`config.mk`:
```
export PLATFORM = sky130hd
export DESIGN_NAME = pulse_rate_smoother
export DESIGN_NICKNAME = d
export VERILOG_FILES = /design/src/hw/rtl/prs_pkg.sv /design/src/hw/rtl/prs_rate_unit.sv /design/src/hw/rtl/pulse_rate_smoother.sv
export SDC_FILE = /design/constraint.sdc
export NUM_CORES = 2
export LEC_CHECK = 0
export BUFFER_PORTS_ARGS = -buffer_cell sky130_fd_sc_hd__clkbuf_2
export CELL_PAD_IN_SITES_DETAIL_PLACEMENT = 1
export CELL_PAD_IN_SITES_GLOBAL_PLACEMENT = 1
export CORE_ASPECT_RATIO = 2
export CORE_UTILIZATION = 46
export DETAILED_ROUTE_END_ITERATION = 8
export PLACE_DENSITY_LB_ADDON = 0.1
export SLEW_MARGIN = 15
export SYNTH_ARGS = -nofsm -noshare
export SYNTH_HDL_FRONTEND = slang
export SYNTH_SLANG_ARGS = --single-unit
```
`constraint.sdc`:
```
create_clock -name clk -period 23.3 [get_ports clk]
set_input_delay 3.495 -clock clk [delete_from_list [all_inputs] [get_ports clk]]
set_output_delay 3.495 -clock clk [all_outputs]
set_load 0.01 [all_outputs]
```
`src/hw/rtl/prs_pkg.sv`:
```
// Shared types, constants and helpers for the pulse rate smoother.
// No dependencies; imported by every module of the block.
package prs_pkg;

  // Default width of the external pulse counter
  localparam int COUNTER_BITS_DEF = 16;

  // Field and state widths
  localparam int RAW_W    = 16;
  localparam int ELAP_W   = 20;
  localparam int PULSE_W  = 24;
  localparam int TIME_W   = 32;
  localparam int RATE_W   = 48;
  localparam int PUB_W    = 32;
  localparam int LVL_W    = 16;
  localparam int WIN_W    = 8;
  localparam int CFG_IDX_W = 3;
  localparam int CFG_DAT_W = 16;

  // Stream payload widths (whole bytes)
  localparam int IN_DATA_W  = 40;
  localparam int OUT_DATA_W = 40;

  // Register indexes on the configuration port
  localparam logic [CFG_IDX_W-1:0] REG_WARN   = 3'd0;
  localparam logic [CFG_IDX_W-1:0] REG_DANGER = 3'd1;
  localparam logic [CFG_IDX_W-1:0] REG_CLICK  = 3'd2;
  localparam logic [CFG_IDX_W-1:0] REG_BLINK  = 3'd3;
  localparam logic [CFG_IDX_W-1:0] REG_WINDOW = 3'd4;

  // Register reset values
  localparam logic [LVL_W-1:0] WARN_RST   = 16'd100;
  localparam logic [LVL_W-1:0] DANGER_RST = 16'd1000;
  localparam logic [WIN_W-1:0] WINDOW_RST = 8'd50;

  // Blink colors
  localparam logic [1:0] BLINK_NONE   = 2'd0;
  localparam logic [1:0] BLINK_GREEN  = 2'd1;
  localparam logic [1:0] BLINK_YELLOW = 2'd2;
  localparam logic [1:0] BLINK_RED    = 2'd3;

  // Arithmetic constants
  localparam logic [25:0]       US_PER_MIN = 26'd60000000;
  localparam logic [PULSE_W-1:0] PULSE_MAX = '1;
  localparam logic [TIME_W-1:0]  TIME_MAX  = '1;
  localparam logic [RATE_W-1:0]  RATE_MAX  = '1;

  // Smoothing tiers: Q32.16 bounds and Q0.16 alphas
  localparam logic [RATE_W-1:0] TIER_LO_BND  = 48'd40 << 16;
  localparam logic [RATE_W-1:0] TIER_MID_BND = 48'd200 << 16;
  localparam logic [RATE_W-1:0] TIER_HI_BND  = 48'd1000 << 16;
  localparam logic [15:0] ALPHA_LO   = 16'd2621;
  localparam logic [15:0] ALPHA_MID  = 16'd7864;
  localparam logic [15:0] ALPHA_HI   = 16'd13107;
  localparam logic [15:0] ALPHA_FAST = 16'd45875;

  // Request into the rate unit
  typedef struct packed {
    logic                start;
    logic [PULSE_W-1:0]  pulses;
    logic [TIME_W-1:0]   time_us;
    logic [RATE_W-1:0]   smoothed;
  } prs_req_t;

  // Result from the rate unit
  typedef struct packed {
    logic                done;
    logic [RATE_W-1:0]   smoothed;
    logic [PUB_W-1:0]    pub;
  } prs_res_t;

  // Pick the smoothing weight from the current smoothed rate
  function automatic logic [15:0] pick_alpha(input logic [RATE_W-1:0] s);
    logic [15:0] a;
    if (s < TIER_LO_BND) a = ALPHA_LO;
    else if (s < TIER_MID_BND) a = ALPHA_MID;
    else if (s < TIER_HI_BND) a = ALPHA_HI;
    else a = ALPHA_FAST;
    return a;
  endfunction

endpackage

```
`src/hw/rtl/prs_rate_unit.sv`:
```
// Window close arithmetic: rate = pulses*60e6/time, blend, publish x100.
// One shared adder/subtractor under a one-hot sequencer. Depends on prs_pkg.
module prs_rate_unit
  import prs_pkg::*;
(
  input  logic     clk,
  input  logic     rst_n,
  input  prs_req_t req,
  output prs_res_t res
);

  localparam int ADD_W     = 56;
  localparam int DIV_STEPS = 48;
  localparam int MUL_STEPS = 16;
  localparam int CNT_W     = 6;

  typedef enum logic [9:0] {
    U_IDLE = 10'b0000000001,
    U_MUL  = 10'b0000000010,
    U_CHK  = 10'b0000000100,
    U_DIV  = 10'b0000001000,
    U_DIFF = 10'b0000010000,
    U_NEG  = 10'b0000100000,
    U_AMUL = 10'b0001000000,
    U_UPD  = 10'b0010000000,
    U_PUB1 = 10'b0100000000,
    U_PUB2 = 10'b1000000000
  } ustate_t;

  ustate_t            st_r, st_nxt;
  logic [PULSE_W-1:0] pulses_r, pulses_nxt;
  logic [TIME_W-1:0]  time_r, time_nxt;
  logic [RATE_W-1:0]  s_r, s_nxt;
  logic [15:0]        alpha_r, alpha_nxt;
  logic [49:0]        num_r, num_nxt;
  logic [31:0]        rem_r, rem_nxt;
  logic [RATE_W-1:0]  dvd_r, dvd_nxt;
  logic [RATE_W-1:0]  diff_r, diff_nxt;
  logic               neg_r, neg_nxt;
  logic [63:0]        prod_r, prod_nxt;
  logic [CNT_W-1:0]   cnt_r, cnt_nxt;
  logic [ADD_W-1:0]   t_r, t_nxt;
  logic [PUB_W-1:0]   pub_r, pub_nxt;
  logic               done_r, done_nxt;

  // Shared adder/subtractor
  logic [ADD_W-1:0] add_a, add_b, add_y;
  logic             add_sub;
  logic [32:0]      shifted;
  logic             qbit;
  logic [48:0]      mul_hi;

  assign add_y = add_a + (add_sub ? ~add_b : add_b) + ADD_W'(add_sub);
  assign shifted = {rem_r, dvd_r[RATE_W-1]};
  assign qbit = ~add_y[ADD_W-1];
  assign mul_hi = prod_r[0] ? add_y[48:0] : {1'b0, prod_r[63:16]};

  // Route operands to the shared adder
  always_comb begin
    add_a   = '0;
    add_b   = '0;
    add_sub = 1'b0;
    unique case (st_r)
      U_DIV: begin
        add_a   = ADD_W'(shifted);
        add_b   = ADD_W'(time_r);
        add_sub = 1'b1;
      end
      U_DIFF: begin
        add_a   = ADD_W'(dvd_r);
        add_b   = ADD_W'(s_r);
        add_sub = 1'b1;
      end
      U_NEG: begin
        add_a   = ADD_W'(s_r);
        add_b   = ADD_W'(dvd_r);
        add_sub = 1'b1;
      end
      U_AMUL: begin
        add_a = ADD_W'(prod_r[63:16]);
        add_b = ADD_W'(diff_r);
      end
      U_UPD: begin
        add_a   = ADD_W'(s_r);
        add_b   = ADD_W'(prod_r[63:16]);
        add_sub = neg_r;
      end
      U_PUB1: begin
        add_a = ADD_W'({s_r, 6'b0});
        add_b = ADD_W'({s_r, 5'b0});
      end
      U_PUB2: begin
        add_a = t_r;
        add_b = ADD_W'({s_r, 2'b0});
      end
      default: begin
        add_a = '0;
      end
    endcase
  end

  // Sequencer
  always_comb begin
    st_nxt     = st_r;
    pulses_nxt = pulses_r;
    time_nxt   = time_r;
    s_nxt      = s_r;
    alpha_nxt  = alpha_r;
    num_nxt    = num_r;
    rem_nxt    = rem_r;
    dvd_nxt    = dvd_r;
    diff_nxt   = diff_r;
    neg_nxt    = neg_r;
    prod_nxt   = prod_r;
    cnt_nxt    = cnt_r;
    t_nxt      = t_r;
    pub_nxt    = pub_r;
    done_nxt   = 1'b0;
    unique case (st_r)
      U_IDLE: begin
        if (req.start) begin
          pulses_nxt = req.pulses;
          time_nxt   = req.time_us;
          s_nxt      = req.smoothed;
          alpha_nxt  = pick_alpha(req.smoothed);
          st_nxt     = U_MUL;
        end
      end
      U_MUL: begin
        num_nxt = 50'(pulses_r) * 50'(US_PER_MIN);
        st_nxt  = U_CHK;
      end
      U_CHK: begin
        // Zero time, or a quotient that reaches 2^32, skips the divide
        cnt_nxt = '0;
        if (time_r == '0) begin
          dvd_nxt = (pulses_r == '0) ? '0 : RATE_MAX;
          st_nxt  = U_DIFF;
        end else if (32'(num_r[49:32]) >= time_r) begin
          dvd_nxt = RATE_MAX;
          st_nxt  = U_DIFF;
        end else begin
          rem_nxt = 32'(num_r[49:32]);
          dvd_nxt = {num_r[31:0], 16'b0};
          st_nxt  = U_DIV;
        end
      end
      U_DIV: begin
        // One restoring step; quotient bits shift in behind the dividend
        rem_nxt = qbit ? add_y[31:0] : shifted[31:0];
        dvd_nxt = {dvd_r[RATE_W-2:0], qbit};
        cnt_nxt = cnt_r + 1'b1;
        if (cnt_r == CNT_W'(DIV_STEPS - 1)) st_nxt = U_DIFF;
      end
      U_DIFF: begin
        prod_nxt = {48'b0, alpha_r};
        cnt_nxt  = '0;
        if (add_y[ADD_W-1]) begin
          neg_nxt = 1'b1;
          st_nxt  = U_NEG;
        end else begin
          neg_nxt  = 1'b0;
          diff_nxt = add_y[RATE_W-1:0];
          st_nxt   = U_AMUL;
        end
      end
      U_NEG: begin
        diff_nxt = add_y[RATE_W-1:0];
        st_nxt   = U_AMUL;
      end
      U_AMUL: begin
        // Shift-add multiply by alpha, LSB first
        prod_nxt = {mul_hi, prod_r[15:1]};
        cnt_nxt  = cnt_r + 1'b1;
        if (cnt_r == CNT_W'(MUL_STEPS - 1)) st_nxt = U_UPD;
      end
      U_UPD: begin
        s_nxt  = add_y[RATE_W-1:0];
        st_nxt = U_PUB1;
      end
      U_PUB1: begin
        t_nxt  = add_y;
        st_nxt = U_PUB2;
      end
      U_PUB2: begin
        // Drop 16 fraction bits, saturate to 32 bits
        pub_nxt  = (|add_y[54:48]) ? '1 : add_y[47:16];
        done_nxt = 1'b1;
        st_nxt   = U_IDLE;
      end
      default: begin
        st_nxt = U_IDLE;
      end
    endcase
  end

  always_ff @(posedge clk) begin
    if (!rst_n) begin
      st_r   <= U_IDLE;
      done_r <= 1'b0;
    end else begin
      st_r   <= st_nxt;
      done_r <= done_nxt;
    end
    pulses_r <= pulses_nxt;
    time_r   <= time_nxt;
    s_r      <= s_nxt;
    alpha_r  <= alpha_nxt;
    num_r    <= num_nxt;
    rem_r    <= rem_nxt;
    dvd_r    <= dvd_nxt;
    diff_r   <= diff_nxt;
    neg_r    <= neg_nxt;
    prod_r   <= prod_nxt;
    cnt_r    <= cnt_nxt;
    t_r      <= t_nxt;
    pub_r    <= pub_nxt;
  end

  assign res.done     = done_r;
  assign res.smoothed = s_r;
  assign res.pub      = pub_r;

endmodule

```
`src/hw/rtl/pulse_rate_smoother.sv`:
```
// Top level of the pulse rate smoother: tick accumulation, blink and click,
// output register and handshake. Depends on prs_pkg and prs_rate_unit.
//
// Usage:
//   The in_ channel carries one tick per transaction: the pulse counter
//   value and the microseconds since the previous tick. The out_ channel
//   returns exactly one result per tick: click, blink color, a flag that
//   marks a window close, and the smoothed rate in counts per minute x100.
//   The cfg_ port writes thresholds, enables and the window length; the
//   user must write them only while the block is idle, as the block itself
//   does not enforce this. A tick that does not close a window goes to
//   ST_HOLD, which loads its result into the output register once that is
//   free and returns to ST_IDLE. A window close waits in ST_BUSY while the
//   rate unit runs the 48-step restoring divide (skipped on zero time or
//   saturation) and the 16-step multiply on its shared adder.
//   in_tready is high only while no tick is being worked on; a result that
//   waits in the output register does not hold off the next tick, but a
//   second result waits until out_tready takes the first.
//   Reset (rst_n low at a clock edge) restores the register defaults,
//   clears all window and smoothing state and empties the output.
module pulse_rate_smoother
  import prs_pkg::*;
#(
  parameter int COUNTER_BITS = COUNTER_BITS_DEF
) (
  input  logic                  clk,
  input  logic                  rst_n,
  input  logic                  in_tvalid,
  output logic                  in_tready,
  // [15:0] raw_count (signed), [35:16] elapsed_us, [39:36] zero
  input  logic [IN_DATA_W-1:0]  in_tdata,
  output logic                  out_tvalid,
  input  logic                  out_tready,
  // [0] click, [2:1] blink_color, [3] rate_valid, [35:4] rate_x100,
  // [39:36] zero
  output logic [OUT_DATA_W-1:0] out_tdata,
  input  logic                  cfg_wr_en,
  input  logic [CFG_IDX_W-1:0]  cfg_index,
  input  logic [CFG_DAT_W-1:0]  cfg_data
);

  localparam int EXT_W = (COUNTER_BITS > RAW_W) ? COUNTER_BITS : RAW_W;

  typedef enum logic [2:0] {
    ST_IDLE = 3'b001,
    ST_BUSY = 3'b010,
    ST_HOLD = 3'b100
  } state_t;

  state_t             st_r, st_nxt;
  logic [LVL_W-1:0]   warn_r, danger_r;
  logic               click_en_r, blink_en_r;
  logic [WIN_W-1:0]   window_r;
  logic [RAW_W-1:0]   prev_r, prev_nxt;
  logic [WIN_W-1:0]   tick_r, tick_nxt;
  logic [PULSE_W-1:0] pulses_r, pulses_nxt;
  logic [TIME_W-1:0]  time_r, time_nxt;
  logic [RATE_W-1:0]  smooth_r, smooth_nxt;
  logic [PUB_W-1:0]   pub_r, pub_nxt;
  logic               res_click_r, res_click_nxt;
  logic [1:0]         res_color_r, res_color_nxt;
  logic               res_valid_r, res_valid_nxt;
  logic [PUB_W-1:0]   res_rate_r, res_rate_nxt;
  logic               start_r, start_nxt;
  logic [PULSE_W-1:0] rq_pulses_r, rq_pulses_nxt;
  logic [TIME_W-1:0]  rq_time_r, rq_time_nxt;
  logic               out_v_r, out_v_nxt;
  logic [OUT_DATA_W-1:0] out_d_r, out_d_nxt;

  logic                    in_acc;
  logic                    out_free;
  logic signed [RAW_W-1:0] raw_s;
  logic [EXT_W-1:0]        raw_ext, prev_ext, cur_ext;
  logic [COUNTER_BITS-1:0] cur, delta;
  logic [32:0]             psum, tsum;
  logic [PULSE_W-1:0]      p_new;
  logic [TIME_W-1:0]       t_new;
  logic [WIN_W-1:0]        tick_inc;
  logic                    closing;
  logic [1:0]              color;
  prs_req_t                req;
  prs_res_t                res;

  assign in_tready = (st_r == ST_IDLE);
  assign in_acc    = in_tvalid && in_tready;
  assign out_free  = !out_v_r || out_tready;

  // Wrapped counter difference modulo 2^COUNTER_BITS
  assign raw_s    = signed'(in_tdata[RAW_W-1:0]);
  assign raw_ext  = EXT_W'(raw_s);
  assign prev_ext = EXT_W'(prev_r);
  assign cur      = raw_ext[COUNTER_BITS-1:0];
  assign delta    = cur - prev_ext[COUNTER_BITS-1:0];
  assign cur_ext  = EXT_W'(cur);

  // Saturating window totals
  assign psum  = 33'(pulses_r) + 33'(delta);
  assign p_new = (psum > 33'(PULSE_MAX)) ? PULSE_MAX : psum[PULSE_W-1:0];
  assign tsum  = 33'(time_r) + 33'(in_tdata[RAW_W +: ELAP_W]);
  assign t_new = tsum[32] ? TIME_MAX : tsum[TIME_W-1:0];

  assign tick_inc = tick_r + 1'b1;
  assign closing  = (tick_inc >= window_r);

  // Blink color from the smoothed rate before this tick
  always_comb begin
    priority if (!blink_en_r || delta == '0) color = BLINK_NONE;
    else if (smooth_r >= {danger_r, 16'b0}) color = BLINK_RED;
    else if (smooth_r >= {warn_r, 16'b0}) color = BLINK_YELLOW;
    else color = BLINK_GREEN;
  end

  // Tick handling and result sequencing
  always_comb begin
    st_nxt        = st_r;
    prev_nxt      = prev_r;
    tick_nxt      = tick_r;
    pulses_nxt    = pulses_r;
    time_nxt      = time_r;
    smooth_nxt    = smooth_r;
    pub_nxt       = pub_r;
    res_click_nxt = res_click_r;
    res_color_nxt = res_color_r;
    res_valid_nxt = res_valid_r;
    res_rate_nxt  = res_rate_r;
    start_nxt     = 1'b0;
    rq_pulses_nxt = rq_pulses_r;
    rq_time_nxt   = rq_time_r;
    out_v_nxt     = out_v_r && !out_tready;
    out_d_nxt     = out_d_r;
    unique case (st_r)
      ST_IDLE: begin
        if (in_acc) begin
          prev_nxt      = cur_ext[RAW_W-1:0];
          res_click_nxt = click_en_r && (delta != '0);
          res_color_nxt = color;
          res_rate_nxt  = pub_r;
          if (closing) begin
            rq_pulses_nxt = p_new;
            rq_time_nxt   = t_new;
            start_nxt     = 1'b1;
            pulses_nxt    = '0;
            time_nxt      = '0;
            tick_nxt      = '0;
            res_valid_nxt = 1'b1;
            st_nxt        = ST_BUSY;
          end else begin
            pulses_nxt    = p_new;
            time_nxt      = t_new;
            tick_nxt      = tick_inc;
            res_valid_nxt = 1'b0;
            st_nxt        = ST_HOLD;
          end
        end
      end
      ST_BUSY: begin
        if (res.done) begin
          smooth_nxt   = res.smoothed;
          pub_nxt      = res.pub;
          res_rate_nxt = res.pub;
          st_nxt       = ST_HOLD;
        end
      end
      ST_HOLD: begin
        if (out_free) begin
          out_v_nxt = 1'b1;
          out_d_nxt = OUT_DATA_W'({res_rate_r, res_valid_r, res_color_r, res_click_r});
          st_nxt    = ST_IDLE;
        end
      end
      default: begin
        st_nxt = ST_IDLE;
      end
    endcase
  end

  // Configuration registers
  always_ff @(posedge clk) begin
    if (!rst_n) begin
      warn_r     <= WARN_RST;
      danger_r   <= DANGER_RST;
      click_en_r <= 1'b1;
      blink_en_r <= 1'b1;
      window_r   <= WINDOW_RST;
    end else if (cfg_wr_en) begin
      unique case (cfg_index)
        REG_WARN:   warn_r     <= cfg_data;
        REG_DANGER: danger_r   <= cfg_data;
        REG_CLICK:  click_en_r <= cfg_data[0];
        REG_BLINK:  blink_en_r <= cfg_data[0];
        REG_WINDOW: window_r   <= cfg_data[WIN_W-1:0];
        default: ;
      endcase
    end
  end

  // State and payload registers
  always_ff @(posedge clk) begin
    if (!rst_n) begin
      st_r     <= ST_IDLE;
      prev_r   <= '0;
      tick_r   <= '0;
      pulses_r <= '0;
      time_r   <= '0;
      smooth_r <= '0;
      pub_r    <= '0;
      start_r  <= 1'b0;
      out_v_r  <= 1'b0;
    end else begin
      st_r     <= st_nxt;
      prev_r   <= prev_nxt;
      tick_r   <= tick_nxt;
      pulses_r <= pulses_nxt;
      time_r   <= time_nxt;
      smooth_r <= smooth_nxt;
      pub_r    <= pub_nxt;
      start_r  <= start_nxt;
      out_v_r  <= out_v_nxt;
    end
    res_click_r <= res_click_nxt;
    res_color_r <= res_color_nxt;
    res_valid_r <= res_valid_nxt;
    res_rate_r  <= res_rate_nxt;
    rq_pulses_r <= rq_pulses_nxt;
    rq_time_r   <= rq_time_nxt;
    out_d_r     <= out_d_nxt;
  end

  assign req.start    = start_r;
  assign req.pulses   = rq_pulses_r;
  assign req.time_us  = rq_time_r;
  assign req.smoothed = smooth_r;

  prs_rate_unit u_rate (
    .clk   (clk),
    .rst_n (rst_n),
    .req   (req),
    .res   (res)
  );

  assign out_tvalid = out_v_r;
  assign out_tdata  = out_d_r;

endmodule

```
==> impl_metrics.ini <==
[sta]
setup_violations = 0
final_hold_viol_count = 0
min_period_ns = 8.69
rsz0062_at_grt = no
drv_slew = 0
fmax_mhz = 115
slew_headroom_pct = 12.8
worst_pin_slew_ns = 1.29
fin_tns_setup_ns = 0
min_period_over_period_pct = 37.3
skew_ns = 0.0296
worst_slack_ns = 14.61

[synthesis]
synth_area_leaders = edfxtp_1, ha_1, dfxtp_1
ys_top_cells_by_count = nand2_1, edfxtp_1, ha_1, inv_1, dfxtp_1
yosys.area.top_type_share_pct = 36.1
synth_top_family_by_area = adder cells
synth_compound_area_share_pct = 14.4
synth-simple-area-share_pct = 13.3
muxShareOfSynthArea_pct = 2.70
synth_edf_count = 568
ys_async_sr_fraction_pct = 0
synthesis.area_mm2 = 0.0472
synth_fa_ha_area_share_pct = 15.7
ys_ff_latch = 786
yosys_warnings = 0
yosysSeqAreaShare_pct = 45.4
synth-main-ff-cell = edfxtp_1
postSynthAreaPerCell_um2 = 10.4
yosysTopAreaCell = edfxtp_1
synth.most_common_cell = nand2_1
synth-xor-area-share_pct = 3.62
synthCells = 4534
synth_cell_type_count = 87

[worst_setup_path]
rrSetupSlack_ns = 14.61
slowest_stage = o41ai_1
crit_required_ns = 23.70
crit_path_end_kind = flip-flop
worstPathMaxFanout = 32
slowest_delay_ns = 1.15
path_buf_inv = 4
path_cells = nor4_4 > and4_4 > a2111o_2 > buf_4 > xnor2_1 > inv_1 > fa_1 > nor2b_1 > o31ai_1 > a21oi_1 > o21a_1 > a21oi_1 > o31a_1 > o41ai_1 > a21oi_1 > o21ai_0 > buf_4 > nand3_1 > a2111oi_4 > buf_4 > nand3b_1
arrival_ns = 9.10
startpoint_type = flip-flop
worstSetupPathType = reg2reg
critical-path-top-delay-family = compound AO/OA/AOI/OAI gates

[hold_path]
hp-class = reg2reg

[die]
fp.dieH_um = 455
start_util_pct = 46.6
pin_count = 106
fp.coreArea_mm2 = 0.101
die_area_mm2 = 0.104
rows = 165
die_w_um = 229

[detailed_routing]
drtAntennaViolNets = 0
vias_per_cell = 5.95
avgRoutedWirePerCell_um = 24.8
drt_pass1_iterations = 9
drc_errors = 1
drtIter0Drc = 2720
drt_wl_total_um = 147000
via_count = 35400

[job]
max_cap_viol_count = 0

[clock_network]
post_cts_buffers = 0
cts_resized = 0
cts_tree = done
hold_buffers = 0
clockRootBuffer = clkbuf_16
clockBufferDepth = 3
cts.clk_slew.worst_paths_ns = 0.07
htree_num_levels = 3
clk_latency_ns = 0.70
numCtsBuffers = 75
clock-sinks = 786

[power_and_ir_drop]
switchingPower_mw = 0.745
p_seq_share_pct = 49.2
cellLeakagePower_nw = 22.5
ir_drop_v = 0.0000573
netSwitchingFraction_pct = 24.1
total_power_mw = 3.09
powerDensity_mw_per_mm2 = 59.9
p_clk_share_pct = 43.4
p_int_mw = 2.35
comb_power_share_pct = 7.4

[finish]
final-instance-count-excl-fill = 5941
final_layout_size_suffix_gt1_share_pct = 8.28
nNetsFinal = 5110
fillers = 11000
area_growth_pct = 9.40

[global_route]
antenna_found_initial = 4
grt_max_degree = 130
grt_pass1_wl_um = 224000
overflow = 0
grt_pass1_vias = 38100
track_usage_pct = 28.3

[place]
hpwl_um = 111000
port-buffer-count = 97
place_ws_ns = 14.15
gp_congestion = 0.943
dp_cells = 5797

[run_status]
outcome = finished with violations
violations = design-rule violations
[power groups by stage]
| stage | Clock [mW] | Sequential [mW] | Combinational (mW) |
|---|---|---|---|
| after floorplan | 0 | 1.55 | 0.161 |
| after global placement | 0 | 1.55 | 0.223 |
| after detailed placement | 0 | 1.55 | 0.229 |
| after CTS | 1.37 | 1.52 | 0.231 |
| after global routing | 1.41 | 1.52 | 0.255 |
| final | 1.34 | 1.52 | 0.229 |
[state kept, by name, summed over array words and instances (netlist names), 36 cells and up]
name,cells
out_tdata,36
u_rate.num_r,42
u_rate.s_r,48
u_rate.prod_r,64
u_rate.t_r,56
u_rate.dvd_r,48
smooth_r,48
u_rate.diff_r,48
[metal layers]
metal  part of all wire (%)  track usage (%)  up-vias  wire (um)
li1                       -                -    16300          -
met1                     34             27.7    17700      50400
met2                     55             55.2      940      80900
met3                    3.3             2.64      425       4920
met4                    7.5             20.2        2      11000
met5                  0.010                0        -         15
[cell families (layout without fill, tap and decap cells)]
| family | after synthesis | count (layout) |
|---|---|---|
| adders and majority gates | 508 | 508 |
| other | 1 | 8 |
| muxes | 122 | 122 |
| DFF | 786 | 786 |
| AOI/OAI and AO/OA | 934 | 934 |
| buffers and inverters | 594 | 658 |
| and+or+nand+nor | 1394 | 1394 |
| xor gates and xnor gates | 195 | 195 |
[metrics by stage]
stage / cell area (um^2) / hold slack (ns) / util, %
after floorplan: 47200 / 0.400 / -
after global placement: 49000 / 0.402 / 48.3
after detailed placement: 49000 / 0.405 / 48.3
after CTS: 51600 / 0.419 / 50.9
after global routing: 51600 / 0.424 / 50.9
final: 51600 / 0.418 / 50.9
[area by class of cell]
cell class                 count  area, um^2  area share, %
sequential                   786       21400           41.5
antenna                        4        10.0         0.0194
multi-input combinational   3157       23600           45.7
clock buffer                  88        1980           3.83
clock inverter                52         666           1.29
tap                         1336        1670           3.24
timing repair buffer         153         921           1.78
inverter                     365        1370           2.65
[placed cells by master (no fill, tap or decap), types with 84 or more instances in the layout]
cell type / Yosys / routed
inv_1: 365 / 362
nand3_1: 102 / 102
nand2_1: 770 / 766
edfxtp_1: 568 / 568
fa_1: 142 / 142
a21boi_0: 142 / 142
a21oi_1: 164 / 164
dfxtp_1: 218 / 218
xor2_1: 105 / 105
clkbuf_2: 0 / 96
xnor2_1: 90 / 90
a21o_1: 94 / 94
nor2_1: 186 / 182
a222oi_1: 144 / 144
ha_1: 366 / 366
o21ai_0: 123 / 122
mux2i_1: 84 / 84
[path summary, 6_finish.rpt]
| path | cells after the start | endpoint | from |
|---|---|---|---|
| worst max-delay path | 21 | u_rate.pub_r[5]$_SDFFCE_PP1N_ | u_rate.st_r[2]$_SDFFE_PN0P_ |
| worst min-delay path | 0 | out_tdata[21]$_DFFE_PP_ | res_rate_r[17]$_DFFE_PP_ |
| worst max register to register | 21 | u_rate.pub_r[5]$_SDFFCE_PP1N_ | u_rate.st_r[2]$_SDFFE_PN0P_ |
| worst min register to register | 0 | out_tdata[21]$_DFFE_PP_ | res_rate_r[17]$_DFFE_PP_ |
No activity file was read; power rests on OpenSTA's default activity.
